`src/hdl/sfct_pkg.sv`:
```
// Shared types, codes and lookup functions for the six-frame codon translator.
package sfct_pkg;

	// Base codes: four nucleotides, one ambiguity code, one error code.
	typedef logic [2:0] base_code_t;
	localparam base_code_t CODE_T       = 3'd0;
	localparam base_code_t CODE_C       = 3'd1;
	localparam base_code_t CODE_A       = 3'd2;
	localparam base_code_t CODE_G       = 3'd3;
	localparam base_code_t CODE_AMBIG   = 3'd4;
	localparam base_code_t CODE_UNKNOWN = 3'd5;

	typedef logic [1:0] status_t;
	localparam status_t ST_OK      = 2'd0;
	localparam status_t ST_UNKNOWN = 2'd1;
	localparam status_t ST_SHORT   = 2'd2;
	localparam status_t ST_LONG    = 2'd3;

	typedef logic [6:0] residue_t;
	localparam residue_t RES_AMBIG = 7'h58;	// ASCII 'X'

	// Standard genetic code, indexed by first*16 + second*4 + third with T,C,A,G order.
	localparam logic [64*8-1:0] AMINO_STR =
		"FFLLSSSSYY**CC*WLLLLPPPPHHQQRRRRIIIMTTTTNNKKSSRRVVVVAAAADDEEGGGG";

	// One word moved from the input register into the translation stage.
	typedef struct packed {
		logic       step;
		base_code_t code;
		logic       last;
	} item_t;

	// One result word as held in the output register.
	typedef struct packed {
		logic        emitted;
		residue_t    fwd;
		residue_t    rev;
		logic [1:0]  frame;
		logic [14:0] cidx;
		status_t     status;
		logic [15:0] errpos;
		logic        done;
	} result_t;

	// The first character of the string sits in the top byte, so entry i starts at 8*(63-i).
	function automatic residue_t amino_lookup(input logic [5:0] idx);
		logic [8:0] bit_pos;
		bit_pos = {~idx, 3'b000};
		return AMINO_STR[bit_pos +: 7];
	endfunction

	function automatic base_code_t complement(input base_code_t c);
		return (c > CODE_G) ? CODE_AMBIG : (c ^ 3'b010);
	endfunction

	function automatic residue_t codon_residue(input base_code_t p, input base_code_t q,
		input base_code_t r);
		residue_t res;
		if (p > CODE_G || q > CODE_G || r > CODE_G) begin
			res = RES_AMBIG;
		end else begin
			res = amino_lookup({p[1:0], q[1:0], r[1:0]});
		end
		return res;
	endfunction

endpackage

```
`src/hdl/sfct_decoder.sv`:
```
// Folds an ASCII letter to lower case and maps it to a nucleotide base code.
module sfct_decoder (
	input  logic [7:0]          base_char,
	output sfct_pkg::base_code_t code
);
	import sfct_pkg::*;

	logic [7:0] folded;

	always_comb begin
		// Only letters fold; other bytes pass as they are.
		if (base_char inside {["A":"Z"]}) begin
			folded = base_char | 8'h20;
		end else begin
			folded = base_char;
		end
		case (folded) inside
			"t": code = CODE_T;
			"c": code = CODE_C;
			"a": code = CODE_A;
			"g": code = CODE_G;
			"m", "r", "w", "s", "y", "k", "v", "h", "d", "b", "n", "x": code = CODE_AMBIG;
			default: code = CODE_UNKNOWN;
		endcase
	end

endmodule

```
`src/hdl/sfct_translate.sv`:
```
// Sequence state, codon translation and the result register.
module sfct_translate #(
	parameter int MAX_LENGTH = 65536
) (
	input  logic              clk,
	input  logic              arst_n,
	input  sfct_pkg::item_t   item,
	input  logic              out_ready,
	output logic              out_valid,
	output sfct_pkg::result_t result
);
	import sfct_pkg::*;

	localparam int CW = $clog2(MAX_LENGTH + 1);

	base_code_t  older_q;
	base_code_t  newer_q;
	logic [CW-1:0] count_q;
	logic [1:0]  frame_q;
	logic [14:0] codon_q;
	logic        err_q;

	result_t       res_d;
	base_code_t    older_d;
	base_code_t    newer_d;
	logic [CW-1:0] count_d;
	logic [1:0]    frame_d;
	logic [14:0]   codon_d;
	logic          err_d;

	always_comb begin
		res_d        = '0;
		res_d.done   = item.last;
		older_d      = older_q;
		newer_d      = newer_q;
		count_d      = count_q;
		frame_d      = frame_q;
		codon_d      = codon_q;
		err_d        = err_q;
		if (!err_q) begin
			if (count_q == CW'(MAX_LENGTH)) begin
				res_d.status = ST_LONG;
				err_d        = 1'b1;
			end else if (item.code == CODE_UNKNOWN) begin
				res_d.status = ST_UNKNOWN;
				res_d.errpos = 16'(count_q);
				err_d        = 1'b1;
			end else begin
				if (count_q >= CW'(2)) begin
					res_d.emitted = 1'b1;
					res_d.fwd     = codon_residue(older_q, newer_q, item.code);
					res_d.rev     = codon_residue(complement(item.code),
						complement(newer_q), complement(older_q));
					res_d.frame   = frame_q;
					res_d.cidx    = codon_q;
					if (frame_q == 2'd2) begin
						frame_d = 2'd0;
						codon_d = codon_q + 15'd1;
					end else begin
						frame_d = frame_q + 2'd1;
					end
				end
				older_d = newer_q;
				newer_d = item.code;
				count_d = CW'(count_q + 1'b1);
				if (item.last && count_q < CW'(2)) begin
					res_d.status = ST_SHORT;
				end
			end
		end
		// The end of a sequence returns every piece of state to its reset value.
		if (item.last) begin
			older_d = CODE_T;
			newer_d = CODE_T;
			count_d = '0;
			frame_d = '0;
			codon_d = '0;
			err_d   = 1'b0;
		end
	end

	always_ff @(posedge clk or negedge arst_n) begin
		if (!arst_n) begin
			older_q   <= CODE_T;
			newer_q   <= CODE_T;
			count_q   <= '0;
			frame_q   <= '0;
			codon_q   <= '0;
			err_q     <= 1'b0;
			out_valid <= 1'b0;
		end else begin
			if (item.step) begin
				older_q   <= older_d;
				newer_q   <= newer_d;
				count_q   <= count_d;
				frame_q   <= frame_d;
				codon_q   <= codon_d;
				err_q     <= err_d;
				out_valid <= 1'b1;
			end else if (out_ready) begin
				out_valid <= 1'b0;
			end
		end
	end

	always_ff @(posedge clk) begin
		if (item.step) begin
			result <= res_d;
		end
	end

	a_last_clears: assert property (@(posedge clk) disable iff (!arst_n)
		item.step && item.last |=> !err_q && count_q == '0 && frame_q == 2'd0)
		else $error("sequence state not cleared after final word");

	a_emit_ok: assert property (@(posedge clk) disable iff (!arst_n)
		out_valid && result.emitted |-> result.status == ST_OK)
		else $error("emitted residue carries an error status");

	a_frame_range: assert property (@(posedge clk) disable iff (!arst_n)
		frame_q != 2'd3)
		else $error("frame counter out of range");

	a_error_silent: assert property (@(posedge clk) disable iff (!arst_n)
		item.step && err_q |=> !result.emitted && result.status == ST_OK)
		else $error("word after a latched error produced output");

endmodule

```
`src/hdl/six_frame_codon_translator_unit.sv`:
```
// Top level of the six-frame codon translator: input register, decoder, translation stage.
// An accepted word waits in the input register and moves to the result register once that is free.
// Throughput: one base word per cycle, held back only when the result register is full and its word is not taken.
// The result register frees as its word is taken, so input and output move in the same cycle.
// Reset (arst_n low, asynchronous) empties both registers and clears all sequence state.
module six_frame_codon_translator_unit #(
	parameter int MAX_LENGTH = 65536
) (
	input  logic        clk,
	input  logic        arst_n,
	input  logic        s_axis_tvalid,
	output logic        s_axis_tready,
	input  logic [7:0]  s_axis_tdata,	// [7:0] base_char
	input  logic        s_axis_tlast,	// end_of_sequence
	output logic        m_axis_tvalid,
	input  logic        m_axis_tready,
	// [0] emitted, [7:1] forward_residue, [14:8] reverse_residue,
	// [16:15] frame_number, [31:17] codon_index, [47:32] error_position
	output logic [47:0] m_axis_tdata,
	output logic [1:0]  m_axis_tuser,	// [1:0] status
	output logic        m_axis_tlast	// sequence_done
);
	import sfct_pkg::*;

	// Input register: one base word waiting for the translation stage.
	logic       valid_s1;
	logic [7:0] char_s1;
	logic       last_s1;

	logic       step;
	base_code_t code;
	item_t      item;
	result_t    result;

	// The translation stage consumes a word when the result register is empty or draining.
	assign step          = valid_s1 && (!m_axis_tvalid || m_axis_tready);
	assign s_axis_tready = !valid_s1 || step;

	always_ff @(posedge clk or negedge arst_n) begin
		if (!arst_n) begin
			valid_s1 <= 1'b0;
		end else begin
			if (s_axis_tvalid && s_axis_tready) begin
				valid_s1 <= 1'b1;
			end else if (step) begin
				valid_s1 <= 1'b0;
			end
		end
	end

	// Payload needs no reset; it is qualified by valid_s1.
	always_ff @(posedge clk) begin
		if (s_axis_tvalid && s_axis_tready) begin
			char_s1 <= s_axis_tdata;
			last_s1 <= s_axis_tlast;
		end
	end

	sfct_decoder u_decoder (
		.base_char (char_s1),
		.code      (code)
	);

	assign item.step = step;
	assign item.code = code;
	assign item.last = last_s1;

	sfct_translate #(
		.MAX_LENGTH (MAX_LENGTH)
	) u_translate (
		.clk       (clk),
		.arst_n    (arst_n),
		.item      (item),
		.out_ready (m_axis_tready),
		.out_valid (m_axis_tvalid),
		.result    (result)
	);

	// Pack the result word, first field in the lowest bits.
	assign m_axis_tdata = {result.errpos, result.cidx, result.frame,
		result.rev, result.fwd, result.emitted};
	assign m_axis_tuser = result.status;
	assign m_axis_tlast = result.done;

	a_hold_input: assert property (@(posedge clk) disable iff (!arst_n)
		valid_s1 && !step |=> valid_s1 && $stable(char_s1) && $stable(last_s1))
		else $error("input register lost a stalled word");

	a_step_fills: assert property (@(posedge clk) disable iff (!arst_n)
		step |=> m_axis_tvalid)
		else $error("consumed word did not reach the result register");

endmodule
```
`config.mk`:
```
export PLATFORM = sky130hd
export DESIGN_NAME = six_frame_codon_translator_unit
export DESIGN_NICKNAME = d
export VERILOG_FILES = /design/src/hdl/sfct_pkg.sv /design/src/hdl/sfct_decoder.sv /design/src/hdl/sfct_translate.sv /design/src/hdl/six_frame_codon_translator_unit.sv
export SDC_FILE = /design/constraint.sdc
export NUM_CORES = 1
export LEC_CHECK = 0
export BUFFER_PORTS_ARGS = -buffer_cell sky130_fd_sc_hd__buf_2
export CORE_MARGIN = 2
export CORE_UTILIZATION = 53
export DETAILED_ROUTE_END_ITERATION = 8
export PLACE_DENSITY = 0.77
export SYNTH_ARGS = -nofsm -noshare
export SYNTH_HDL_FRONTEND = slang
export SYNTH_HIERARCHICAL = 1
export SYNTH_SLANG_ARGS = --single-unit
```
`constraint.sdc`:
```
create_clock -name clk -period 5.6 [get_ports clk]
set_clock_uncertainty 0.05 [all_clocks]
set_input_delay 0.28 -clock clk [delete_from_list [all_inputs] [get_ports clk]]
set_output_delay 0.28 -clock clk [all_outputs]
set_load 0.02 [all_outputs]
```
Word-level counts from Yosys, hierarchy flattened
Cells that the tools add are included.
W data, S select, Z words.
{"block": "word_totals", "latch_bits": 0, "mem_bits_rw": 0, "register_bits": 103, "inputBits": 13, "romBits": 0, "n_memories": 0, "out_inout_bits": 53, "wordCells": 136}
{"block": "classes", "magnitude_cmp": 10, "div": 0, "reduce_logical": 25, "multipliers": 0, "shifts": 2, "bitwise": 7, "n_eq_ne": 22, "muxes": 47, "add_sub_neg": 3}
{"operator": "$shiftx A512 B10 Y7 const A", "count": 2}
{"operator": "$eq A8 B7 Y1 const B", "count": 16}
{"operator": "$mux W15", "count": 6}
{"operator": "$mux W17", "count": 4}
{"operator": "$mux W3", "count": 15}
{"operator": "$mux W32", "count": 1}
{"operator": "$gt A3 B2 Y1 const B", "count": 6}
{"operator": "$mux W2", "count": 9}
{"operator": "$add A17 B1 Y17 const B", "count": 1}
{"operator": "$eq A17 B17 Y1 const B", "count": 1}
{"operator": "$ge A17 B2 Y1 const B", "count": 1}
{"operator": "$lt A17 B2 Y1 const B", "count": 1}
{"operator": "$add A15 B1 Y15 const B", "count": 1}
{"operator": "$mux W7", "count": 2}
{"operator": "$not A6 Y6", "count": 2}
{"operator": "$reduce_or A12 Y1", "count": 1}
{"operator": "$reduce_or A5 Y1", "count": 2}
{"operator": "$mux W1", "count": 9}
{"operator": "$ge A8 B7 Y1 const B", "count": 1}
{"operator": "$le A8 B7 Y1 const B", "count": 1}
{"operator": "$reduce_bool A2 Y1", "count": 4}
{"operator": "$logic_or A1 B1 Y1", "count": 6}
{"operator": "$mux W6", "count": 1}
{"operator": "$ne A2 B2 Y1 const B", "count": 3}
{"operator": "11 further kinds", "count": 20}

Depth between registers and ports, before layout
Gate-level depths: netlist of the first run.
{"block": "logic_depth", "depth_word": 17, "ltp_mapped": 13, "depth_no_buf": 10}

By module
The synthesis of the first run kept the hierarchy.
{"mod": "sfct_translate", "n_inst": 1, "area_each_um2": 5132.4, "seq_area_each_um2": 2582.5, "cells_each": 500}
{"mod": "six_frame_codon_translator_unit", "n_inst": 1, "area_each_um2": 341.6, "seq_area_each_um2": 295.3, "cells_each": 15}
{"mod": "sfct_decoder", "n_inst": 1, "area_each_um2": 166.4, "seq_area_each_um2": 0.0, "cells_each": 23}

Worst setup path before layout of the first run
No wires, ideal clock.
{"block": "synth_timing", "path_kind": "register -> register", "startpoint": "register u_translate.out_valid", "endpoint": "register u_translate.count_q[0]", "setup_time_ns": 0.132, "period_less_slack_ns": 6.304, "stages_incl_launch_ff": 4, "arrival_time_ns": 6.122, "path_buffers": 0, "setup_slack_ns": -0.704, "t_required_ns": 5.418, "path_cell_list": "dfrtp_1 > a21boi_0 > o21ai_1 > mux2_2"}
{"block": "synth_between", "elab_chain_len": 4}
{"element": "start: declaration", "line_no": "sfct_translate.sv:9", "rtl": "output logic out_valid,"}
{"element": "start signal: assignment", "line_no": "sfct_translate.sv:90", "rtl": "out_valid <= 1'b0;"}
{"element": "start signal: assignment", "line_no": "sfct_translate.sv:99", "rtl": "out_valid <= 1'b1;"}
{"element": "start signal: assignment", "line_no": "sfct_translate.sv:101", "rtl": "out_valid <= 1'b0;"}
{"element": "$logic_not A1 Y1", "line_no": "six_frame_codon_translator_unit.sv:36", "rtl": "assign step = valid_s1 && (!m_axis_tvalid || m_axis_tready);"}
{"element": "$logic_or A1 B1 Y1", "line_no": "six_frame_codon_translator_unit.sv:36"}
{"element": "$logic_and A1 B1 Y1", "line_no": "six_frame_codon_translator_unit.sv:36"}
{"element": "named net step", "line_no": "six_frame_codon_translator_unit.sv:30", "rtl": "logic step;"}
{"element": "$reduce_and A4 Y1 (no line)"}
{"element": "end signal: assignment", "line_no": "sfct_translate.sv:95", "rtl": "count_q <= count_d;"}
{"element": "end: declaration", "line_no": "sfct_translate.sv:18", "rtl": "logic [CW-1:0] count_q;"}
The timed path passes the listed nets, and every way through them passes these cells.
A chain may end at the register's enable or synchronous reset.

Worst setup path after layout of the first run
{"block": "layout_timing", "startpoint": "register char_s1[3]", "endpoint": "register u_translate.frame_q[1]"}
{"block": "layout_between", "elab_chain_len": 13, "elab_cells_between_ends": 29, "cone_classes": "order compare: 2; eq/ne: 18; mux: 6; reduce/logical: 3"}
{"element": "start: declaration", "line_no": "six_frame_codon_translator_unit.sv:27", "rtl": "logic [7:0] char_s1;"}
{"element": "start signal: assignment", "line_no": "six_frame_codon_translator_unit.sv:54", "rtl": "char_s1 <= s_axis_tdata;"}
{"element": "$ge A8 B7 Y1 / $le A8 B7 Y1 (equally long branches)", "line_no": "sfct_decoder.sv:12", "rtl": "if (base_char inside {[\"A\":\"Z\"]}) begin"}
{"element": "$logic_and A1 B1 Y1", "line_no": "sfct_decoder.sv:12"}
{"element": "$mux W6 *", "line_no": "sfct_decoder.sv:12"}
{"element": "$eq A8 B7 Y1 (no line)"}
{"element": "$reduce_or A12 Y1", "line_no": "sfct_decoder.sv:17", "rtl": "case (folded) inside"}
{"element": "$mux W1", "line_no": "sfct_decoder.sv:17"}
{"element": "$mux W3 (3 in series)", "line_no": "sfct_decoder.sv:17"}
{"element": "$mux W3 *", "line_no": "sfct_decoder.sv:17"}
{"element": "named net code[0]", "line_no": "six_frame_codon_translator_unit.sv:31", "rtl": "base_code_t code;"}
{"element": "$eq A3 B3 Y1 *", "line_no": "sfct_translate.sv:44", "rtl": "end else if (item.code == CODE_UNKNOWN) begin"}
{"element": "$ne A2 B2 Y1 (no line) *"}
{"element": "$reduce_and A5 Y1 (no line) *"}
{"element": "end signal: assignment", "line_no": "sfct_translate.sv:96", "rtl": "frame_q <= frame_d;"}
{"element": "end: declaration", "line_no": "sfct_translate.sv:19", "rtl": "logic [1:0] frame_q;"}
The timed path passes the listed nets; every way through them passes the cells marked *.

==> summary.txt, run 1 <==
===============================================================================
Run status                                                         finished clean
Transition at the pin with the smallest max-transition slack            1.03 ns
Largest stage delay, worst path                                         0.81 ns
Port Buf Inserts                                                             64
Leakage power                                                           2.45 nW
Share of post-route cells with drive strength above 1                     18.5%
Detailed-routing iteration count for the pre-antenna-repair pass              5
Width of the die                                                         107 um
PnR worst setup slack                                                   2.05 ns
Final Hold Violating Endpoints                                                0
Core area                                                            10300 um^2
Number of levels in the clock H-tree                                          3
Data arrival, critical path                                             3.77 ns
Delay-heaviest family, CP                                          simple AND/OR/NAND/NOR gates
Initial core utilization                                                  54.3%
Met1 Use GR                                                               29.7%
Clock transition at the registers of the reported paths                 0.10 ns
RSZ-0062 raised after global routing                                         no
List of cells traversed by the critical path                       xor2_1 -> mux2i_1 -> o22ai_1 -> o21ai_1 -> and3b_1 -> nor2_2 -> nand2_2 -> clkinv_2 -> or3_1 -> o221ai_1
Number of remaining DRC errors                                                0
Power density over the cells                                        279 nW/um^2
CP required                                                             5.82 ns
Number of buffers inserted during clock tree synthesis                        9
Total clock sinks                                                           102
CTS tree                                                                   done
Number of global-route vias before repair                                  3972
Ratio of routed vias to standard cells                                     6.00
Clock buffer depth                                                            2
Die Y-Extent                                                             107 um
I/O pin count                                                                66
Detail Placement HPWL                                                   7670 um
Routed Wire Length                                                     11600 um
Number of nets in the layout                                                612
Worst hold path type                                               input pin to asynchronous set/reset pin
Post-layout minimum cycle time                                          3.55 ns
Relative slew margins                                                     31.0%
Mapped Avg Cell Area                                                  10.4 um^2
Layout-stage area growth over the synthesis result                        9.43%
Detail Route Antenna Nets                                                     0
Fraction of met3 tracks used by global routing                            3.53%
Number of nets produced by synthesis                                        569
Endpoint class of the critical path                                        flop
Antenna violations before repair                                              0
Gpl congestion                                                            0.893
Row count                                                                    37
Total routing resource utilization after global routing                   21.4%
Clock latency at the later pin of the worst-skew pair                   0.37 ns
Category of the most critical setup path                           flop to flop
Global-route track usage on met2                                          34.3%
Post-CTS Setup Inserts                                                        0
YS warnings                                                                   6
Setup violation total in the final timing report                              0
Post-placement cell area                                              5970 um^2
Area taken by flip-flops and latches                                  2850 um^2
Worst-path maximum fanout                                                    21
Worst hold slack across all endpoints                                 0.0233 ns
Total chip power                                                        1.71 mW
Syn Inst Count                                                              537
Total of cells resized after clock tree synthesis                             0
Final worst path period share                                             63.4%
Depth of the worst register-to-register path                                 10
Number of gates on the worst path with buffers counted                       10
Die area                                                             11400 um^2
Maximum VDD drop                                                       0.155 mV
Synthesized area                                                      5610 um^2
Max-cap violations                                                            0
Number of hold buffers added after cts                                        0
Slack of the worst reg-to-reg path                                      2.05 ns
Worst Setup Slack post-DPL                                              2.14 ns
Initial drt markers                                                         277
Routed wirelength normalized by instance count                          16.1 um
Startpoint class of the critical path                                      flop
Total via count in the routed design                                       4327
Area occupied by multi-input gates                                    2510 um^2
Utilization after layout                                                  59.5%
Sum of overflow across all layers after global routing                        0
Accumulated negative setup slack                                           0 ns
Max Fclk                                                                282 MHz
Post-Place Cells                                                            705
Slowest library cell on the worst path                             sky130_fd_sc_hd__o21ai_1
Pin count of the biggest net entering global routing                         68
Global routing's busiest layer                                             met2
Total count of max-transition violations in the final report                  0
Worst path bufs/invs                                                          1
Layout fillers                                                              883
Clk root buf                                                       sky130_fd_sc_hd__clkbuf_8
Diode count                                                                   0
Post-route cell area                                                  6140 um^2
Wire length of the first global-routing pass                           19400 um
Cell Count, Final, Fillers Out                                              721
===============================================================================
==> where the power goes <==
| part | total (mW) | switching, mW | internal [mW] |
|---|---|---|---|
| logic | 0.314 | 0.205 | 0.109 |
| registers | 0.975 | 0.0883 | 0.887 |
| clock network | 0.423 | 0.256 | 0.167 |
| total | 1.71 | 0.549 | 1.16 |
==> final timing paths <==
check / from / endpoint
max: char_s1[3] / u_translate/frame_q[1]
min: arst_n / u_translate/codon_q[7]
max reg2reg: char_s1[3] / u_translate/frame_q[1]
min reg2reg: u_translate/count_q[8] / u_translate/count_q[8]
max in group asynchronous: arst_n / u_translate/count_q[1]
min in group clk: s_axis_tdata[3] / char_s1[3]
==> metal layers <==
layer  routed length (um)  share of wire, %
met1                 5090                44
met2                 5680                49
met3                  629               5.4
met4                  197               1.7
met5                    0                 0
==> layout by cell type, fill, tap and decap left out, types with 7 or more instances in the layout <==
master                     count
sky130_fd_sc_hd__nor3_1       23
sky130_fd_sc_hd__nand2_1      35
sky130_fd_sc_hd__clkbuf_8      9
sky130_fd_sc_hd__nand4_1       8
sky130_fd_sc_hd__nand3_1      18
sky130_fd_sc_hd__o21ai_0      22
sky130_fd_sc_hd__a21oi_1      17
sky130_fd_sc_hd__o311ai_0      8
sky130_fd_sc_hd__nand3b_1     13
sky130_fd_sc_hd__a22o_1       10
sky130_fd_sc_hd__ha_1         19
sky130_fd_sc_hd__a31oi_1       7
sky130_fd_sc_hd__edfxtp_1     59
sky130_fd_sc_hd__inv_1        23
sky130_fd_sc_hd__dfrtp_1      43
sky130_fd_sc_hd__and4_1        8
sky130_fd_sc_hd__nor4_1       10
sky130_fd_sc_hd__buf_2        64
sky130_fd_sc_hd__o211ai_1      7
sky130_fd_sc_hd__nor2_1       37
sky130_fd_sc_hd__nand2b_1      8
sky130_fd_sc_hd__and2_1       27
sky130_fd_sc_hd__nor2b_1       8
==> cell type report <==
type                            instances  area share, %
Clock buffer                           11           2.14
Clock inverter                          5          0.652
Inverter                               25           1.55
Multi-Input combinational cell        375           40.9
Sequential cell                       102           46.4
Tap cell                              136           2.77
Timing Repair Buffer                   67           5.58
==> state kept, by name, summed over array words and instances, names as in the netlist <==
register and cells:
char_s1 7, u_translate/result 51, u_translate/codon_q 15, u_translate/frame_q 2
u_translate/out_valid 1, u_translate/older_q 3, last_s1 1, u_translate/err_q 1
u_translate/newer_q 3, u_translate/count_q 17, valid_s1 1
Power figures use the tool's default switching activity.
==> inputs of run 2 (changes only) <==
--- a/config.mk
+++ b/config.mk
@@ -7,9 +7,9 @@
 export LEC_CHECK = 0
 export BUFFER_PORTS_ARGS = -buffer_cell sky130_fd_sc_hd__buf_2
 export CORE_MARGIN = 2
-export CORE_UTILIZATION = 53
+export CORE_UTILIZATION = 59
 export DETAILED_ROUTE_END_ITERATION = 8
-export PLACE_DENSITY = 0.77
+export PLACE_DENSITY = 0.82
 export SYNTH_ARGS = -nofsm -noshare
 export SYNTH_HDL_FRONTEND = slang
 export SYNTH_HIERARCHICAL = 1
==> constraint.sdc (replaced) <==
create_clock -name clk -period 3.4 [get_ports clk]
set_clock_uncertainty 0.05 [all_clocks]
set_input_delay 0.17 -clock clk [delete_from_list [all_inputs] [get_ports clk]]
set_output_delay 0.17 -clock clk [all_outputs]
set_load 0.02 [all_outputs]
==> run 2 against run 1 <==
Against the previous run:
- cell count up 1.4%
- via count up 1.9%
- global-route usage up 2.0 points
- critical path type unchanged
==> summary.txt, run 2 (synthesized netlist as in run 1, its figures left out) <==
===============================================================================
Wire length of the first global-routing pass                           19300 um
Internal power of the cells                                             1.94 mW
CTS tree                                                                   done
Core area                                                             9240 um^2
Combinational fraction of design power                                    18.8%
Final worst path period share                                             87.8%
Setup violation total in the final timing report                              0
Leading cell types in the layout, fill and taps excluded           64 x sky130_fd_sc_hd__buf_2, 59 x sky130_fd_sc_hd__edfxtp_1, 43 x sky130_fd_sc_hd__dfrtp_1, 37 x sky130_fd_sc_hd__nor2_1, 35 x sky130_fd_sc_hd__nand2_1
Max-cap violations                                                            0
Hold path startpoint                                               m_axis_tready
Leakage power                                                           2.54 nW
List of cells traversed by the critical path                       nor2b_1 -> nand3b_1 -> o21ai_0 -> nand3b_1 -> and3b_1 -> nor2_2 -> o21a_1 -> nor2b_1 -> mux2_2
Run status                                                         finished clean
Detailed-routing iteration count for the pre-antenna-repair pass              5
Slowest library cell on the worst path                             sky130_fd_sc_hd__edfxtp_1
RSZ-0062 raised after global routing                                         no
Reg-to-Reg End                                                     u_translate/count_q[0]
Global-route track usage on met2                                          38.6%
Total clock sinks                                                           102
Transition at the pin with the smallest max-transition slack           0.965 ns
Total count of max-transition violations in the final report                  0
Worst-path maximum fanout                                                     9
Clock latency at the later pin of the worst-skew pair                   0.37 ns
Sequential power share                                                    55.3%
Register bank with the most flops                                  u_translate/result
Initial drt markers                                                         257
CP required                                                             3.66 ns
Clock buffer depth                                                            2
Initial core utilization                                                  60.7%
Number of flip-flops in the largest register                                 51
Number of buffers inserted during clock tree synthesis                        9
Maximum VDD drop                                                       0.456 mV
Detail Route Antenna Nets                                                     0
Post-layout minimum cycle time                                          2.99 ns
Total routing resource utilization after global routing                   23.4%
Die Y-Extent                                                             102 um
Number of global-route vias before repair                                  3986
Worst hold slack across all endpoints                               0.000575 ns
Number of remaining DRC errors                                                0
Width of the die                                                         102 um
Accumulated negative setup slack                                           0 ns
Endpoint class of the critical path                                        flop
Slack of the worst reg-to-reg path                                      0.41 ns
Total via count in the routed design                                       4410
Gpl congestion                                                            0.891
Switching pwr                                                          0.943 mW
I/O pin count                                                                66
R2R Path Start                                                       char_s1[1]
Global routing's busiest layer                                             met2
Clock transition at the registers of the reported paths                 0.11 ns
Worst hold path type                                               input pin to flop
Utilization after layout                                                  68.2%
Data arrival, critical path                                             3.24 ns
Detail Placement HPWL                                                   7780 um
Fraction of met3 tracks used by global routing                            3.31%
Largest stage delay, worst path                                         0.54 ns
Die area                                                             10300 um^2
Routed Wire Length                                                     11700 um
Max Fclk                                                                335 MHz
Antenna violations before repair                                              0
Largest regs                                                       u_translate/result (51), u_translate/count_q (17), u_translate/codon_q (15)
Layout fillers                                                              701
Met1 Use GR                                                               32.4%
Row count                                                                    35
Share of post-route cells with drive strength above 1                     19.4%
Number of levels in the clock H-tree                                          3
Port Buf Inserts                                                             64
Share of total power in the clock network                                 25.9%
Relative slew margins                                                     35.6%
Final Hold Violating Endpoints                                                0
Depth of the worst hold-timing path                                           2
Commonest non-fill, non-tap cell in the layout                     sky130_fd_sc_hd__buf_2
Switching share of power                                                  32.7%
Routed wirelength normalized by instance count                          16.0 um
Total of cells resized after clock tree synthesis                             0
Start point of the critical path                                     char_s1[1]
Startpoint class of the critical path                                      flop
Number of nets in the layout                                                629
Ratio of routed vias to standard cells                                     6.03
Diode count                                                                   0
Power density over the cells                                        457 nW/um^2
Layout-stage area growth over the synthesis result                        12.4%
Category of the most critical setup path                           flop to flop
Depth of the worst register-to-register path                                  9
Sum of overflow across all layers after global routing                        0
Pin count of the biggest net entering global routing                         66
Clk root buf                                                       sky130_fd_sc_hd__clkbuf_8
Hold Path Sink                                                     u_translate/out_valid
===============================================================================
==> run 2: layout make-up <==
type	count	area [um^2]	area share, %
Inverter	25	95.1	1.51
Multi-Input combinational cell	375	2510	39.8
Tap cell	129	161	2.56
Clock inverter	7	68.8	1.09
Timing Repair Buffer	84	495	7.86
Sequential cell	102	2850	45.2
Clock buffer	9	124	1.96
==> run 2: worst max-delay path: cells and delay by family (launching register included) <==
kind	cells	cell delay [ns]
AOI/OAI and AO/OA	2	0.34
DFF	1	0.54
and+or+nand+nor	6	1.73
muxes	1	0.26
==> run 2: power groups by stage <==
| stage | logic (mW) | clock network (mW) | registers [mW] |
|---|---|---|---|
| detailed placement | 0.529 | 0 | 1.62 |
| global route | 0.604 | 0.805 | 1.62 |
| CTS | 0.540 | 0.757 | 1.59 |
| finish | 0.543 | 0.746 | 1.60 |
| floorplan | 0.329 | 0 | 1.65 |
| global placement | 0.509 | 0 | 1.61 |
==> run 2: worst max-delay path by stage <==
stage / end / slack, ns / depth (start not counted)
floorplan: u_translate/codon_q[5] / 0.15 / 5
global placement: u_translate/count_q[0] / 0.60 / 9
detailed placement: u_translate/count_q[0] / 0.50 / 9
CTS: u_translate/count_q[0] / 0.46 / 9
global route: u_translate/count_q[0] / 0.16 / 9
finish: u_translate/count_q[0] / 0.41 / 9
==> run 2: per-layer routing <==
metal / share of wire (%) / wire, um
met5: 0 / 0
met4: 1.1 / 126
met3: 4.9 / 573
met2: 49 / 5720
met1: 45 / 5290
==> run 2: through the flow <==
stage	power, mW	instance area, um^2	instances	setup WS, ns
finish	2.88	6300	731	0.413
global route	3.03	6300	731	0.156
CTS	2.89	6300	731	0.463
detailed placement	2.15	6010	705	0.503
global placement	2.12	6010	705	0.599
floorplan	1.98	5610	537	0.147
==> run 2: timing repair <==
item,4_1_cts,5_1_grt
setup endpoints to repair,0,0
endpoints found under the hold margin,52,0
buffers inserted,0,0
hold buffers,10,0
==> inputs of run 3 (changes only) <==
--- a/config.mk
+++ b/config.mk
@@ -6,10 +6,12 @@
 export NUM_CORES = 1
 export LEC_CHECK = 0
 export BUFFER_PORTS_ARGS = -buffer_cell sky130_fd_sc_hd__buf_2
+export CELL_PAD_IN_SITES_DETAIL_PLACEMENT = 1
+export CELL_PAD_IN_SITES_GLOBAL_PLACEMENT = 2
 export CORE_MARGIN = 2
-export CORE_UTILIZATION = 59
+export CORE_UTILIZATION = 38
 export DETAILED_ROUTE_END_ITERATION = 8
-export PLACE_DENSITY = 0.82
+export PLACE_DENSITY = 0.81
 export SYNTH_ARGS = -nofsm -noshare
 export SYNTH_HDL_FRONTEND = slang
 export SYNTH_HIERARCHICAL = 1
==> run 3 against run 2 <==
Against the previous run:
- power increased by 9.8%
- flip-flop and latch count unchanged
- routed wire length increased by 27%
- fmax fell by 2.5%
- register-to-register slack got worse by 0.08 ns
- worst hold slack improved by 0.48 ns
- global-route usage down 3.9 points
- worst setup slack worse by 0.077 ns
- clock power is 34% higher
- critical path depth stayed put
- first-iteration DRC count shrank 13%
- core utilization fell by 23 points
==> summary.txt, run 3 (synthesized netlist as in run 1, its figures left out) <==
===============================================================================
Clock transition at the registers of the reported paths                 0.07 ns
Total routing resource utilization after global routing                   19.5%
Worst hold path type                                               input pin to flop
Diode count                                                                   0
Depth of the worst register-to-register path                                  9
Share of post-route cells with drive strength above 1                     20.1%
Largest regs                                                       u_translate/result (51), u_translate/count_q (17), u_translate/codon_q (15)
Number of nets in the layout                                                635
Category of the most critical setup path                           flop to flop
Number of global-route vias before repair                                  4766
Startpoint class of the critical path                                      flop
Maximum VDD drop                                                       0.291 mV
Sum of overflow across all layers after global routing                        0
Pin count of the biggest net entering global routing                         44
Die Y-Extent                                                             126 um
Number of remaining DRC errors                                                0
Gpl congestion                                                            0.874
Worst-path maximum fanout                                                     9
Total clock sinks                                                           102
Number of flip-flops in the largest register                                 51
Routed Wire Length                                                     14800 um
Leading cell types in the layout, fill and taps excluded           64 x sky130_fd_sc_hd__buf_2, 59 x sky130_fd_sc_hd__edfxtp_1, 43 x sky130_fd_sc_hd__dfrtp_1, 37 x sky130_fd_sc_hd__nor2_1, 35 x sky130_fd_sc_hd__nand2_1
Wire length of the first global-routing pass                           24700 um
Total count of max-transition violations in the final report                  0
Leakage power                                                           2.61 nW
Detail Route Antenna Nets                                                     0
Max Fclk                                                                326 MHz
Area taken by flip-flops and latches                                  2850 um^2
CP required                                                             3.64 ns
Start point of the critical path                                     char_s1[1]
CTS tree                                                                   done
Layout-stage area growth over the synthesis result                        16.1%
Row count                                                                    44
Initial core utilization                                                  38.7%
Number of levels in the clock H-tree                                          3
Number of buffers inserted during clock tree synthesis                        9
Endpoint class of the critical path                                        flop
Port Buf Inserts                                                             64
Antenna violations before repair                                              0
Core area                                                            14500 um^2
R2R Path Start                                                       char_s1[1]
Total via count in the routed design                                       4545
Relative slew margins                                                     29.9%
Area occupied by multi-input gates                                    2520 um^2
End point of the critical path                                     u_translate/count_q[0]
Worst hold slack across all endpoints                                  0.484 ns
Run status                                                         finished clean
Slack of the worst reg-to-reg path                                      0.34 ns
Register bank with the most flops                                  u_translate/result
Initial drt markers                                                         224
Max-cap violations                                                            0
Post-layout minimum cycle time                                          3.06 ns
Clock latency at the later pin of the worst-skew pair                   0.36 ns
Transition at the pin with the smallest max-transition slack            1.05 ns
Setup violation total in the final timing report                              0
Ratio of routed vias to standard cells                                     5.74
Detailed-routing iteration count for the pre-antenna-repair pass              4
Accumulated negative setup slack                                           0 ns
Utilization after layout                                                  45.0%
Clock buffer depth                                                            2
Commonest non-fill, non-tap cell in the layout                     sky130_fd_sc_hd__buf_2
Width of the die                                                         126 um
Die area                                                             15800 um^2
Final worst path period share                                             90.1%
Data arrival, critical path                                             3.31 ns
Final Hold Violating Endpoints                                                0
Routed wirelength normalized by instance count                          18.7 um
Total of cells resized after clock tree synthesis                             0
RSZ-0062 raised after global routing                                         no
Detail Placement HPWL                                                   9860 um
Reg-to-Reg End                                                     u_translate/count_q[0]
Layout fillers                                                             1592
Clk root buf                                                       sky130_fd_sc_hd__clkbuf_16
I/O pin count                                                                66
Power density over the cells                                        486 nW/um^2
===============================================================================
-- run 3: worst min path at each step --
stage                               start                endpoint  slack (ns)  depth (start not counted)
after global placement    s_axis_tdata[6]              char_s1[6]        0.30                          1
after detailed placement  s_axis_tdata[7]              char_s1[7]        0.30                          1
after global routing      s_axis_tdata[3]              char_s1[3]        0.48                          2
after CTS                 s_axis_tdata[4]              char_s1[4]        0.46                          2
final                     s_axis_tdata[3]              char_s1[3]        0.48                          2
after floorplan                    arst_n  u_translate/codon_q[0]       -0.18                          0
-- run 3: where the power goes --
group          leakage (nW)  internal, mW  switching, mW
registers              1.16          1.46          0.145
logic                  1.31         0.204          0.357
clock network         0.134         0.519          0.480
-- run 3: layout make-up --
| cell class | count | share of cell area [%] |
|---|---|---|
| timing repair buffer | 90 | 8.34 |
| sequential | 102 | 43.7 |
| clock inverter | 5 | 0.519 |
| tap | 184 | 3.54 |
| clock buffer | 11 | 3.73 |
| inverter | 25 | 1.46 |
| multi-input combinational | 375 | 38.7 |
-- run 3: routing by layer --
layer	global-route usage (%)	wire length (um)	part of all wire, %
met5	0	0	0
met4	8.63	348	2.3
met3	2.61	561	3.8
met2	32.1	7150	48
met1	25.9	6780	46
-- run 3: critical path, cell delays in order (launching register included) --
cell and delay (ns):
sky130_fd_sc_hd__edfxtp_1 0.52, sky130_fd_sc_hd__nor2b_1 0.24, sky130_fd_sc_hd__nand3b_1 0.11, sky130_fd_sc_hd__o21ai_0 0.10, sky130_fd_sc_hd__nand3b_1 0.31, sky130_fd_sc_hd__and3b_1 0.37, sky130_fd_sc_hd__nor2_2 0.31, sky130_fd_sc_hd__o21a_1 0.29
sky130_fd_sc_hd__nor2b_1 0.47, sky130_fd_sc_hd__mux2_2 0.24
-- run 3: repair_timing --
action / CTS / global route
buffers inserted: 0 / 0
hold buffers: 11 / 0
endpoints found under the hold margin: 30 / 0
-- run 3: metrics by stage --
stage	instances	power (mW)	worst slack (ns)	cell area, um^2
6_report	792	3.17	0.336	6510
2_1_floorplan	537	1.98	0.147	5610
3_3_place_gp	765	2.15	0.554	6120
3_5_place_dp	765	2.18	0.392	6120
5_1_grt	792	3.33	0.0775	6510
4_1_cts	792	3.20	0.358	6510
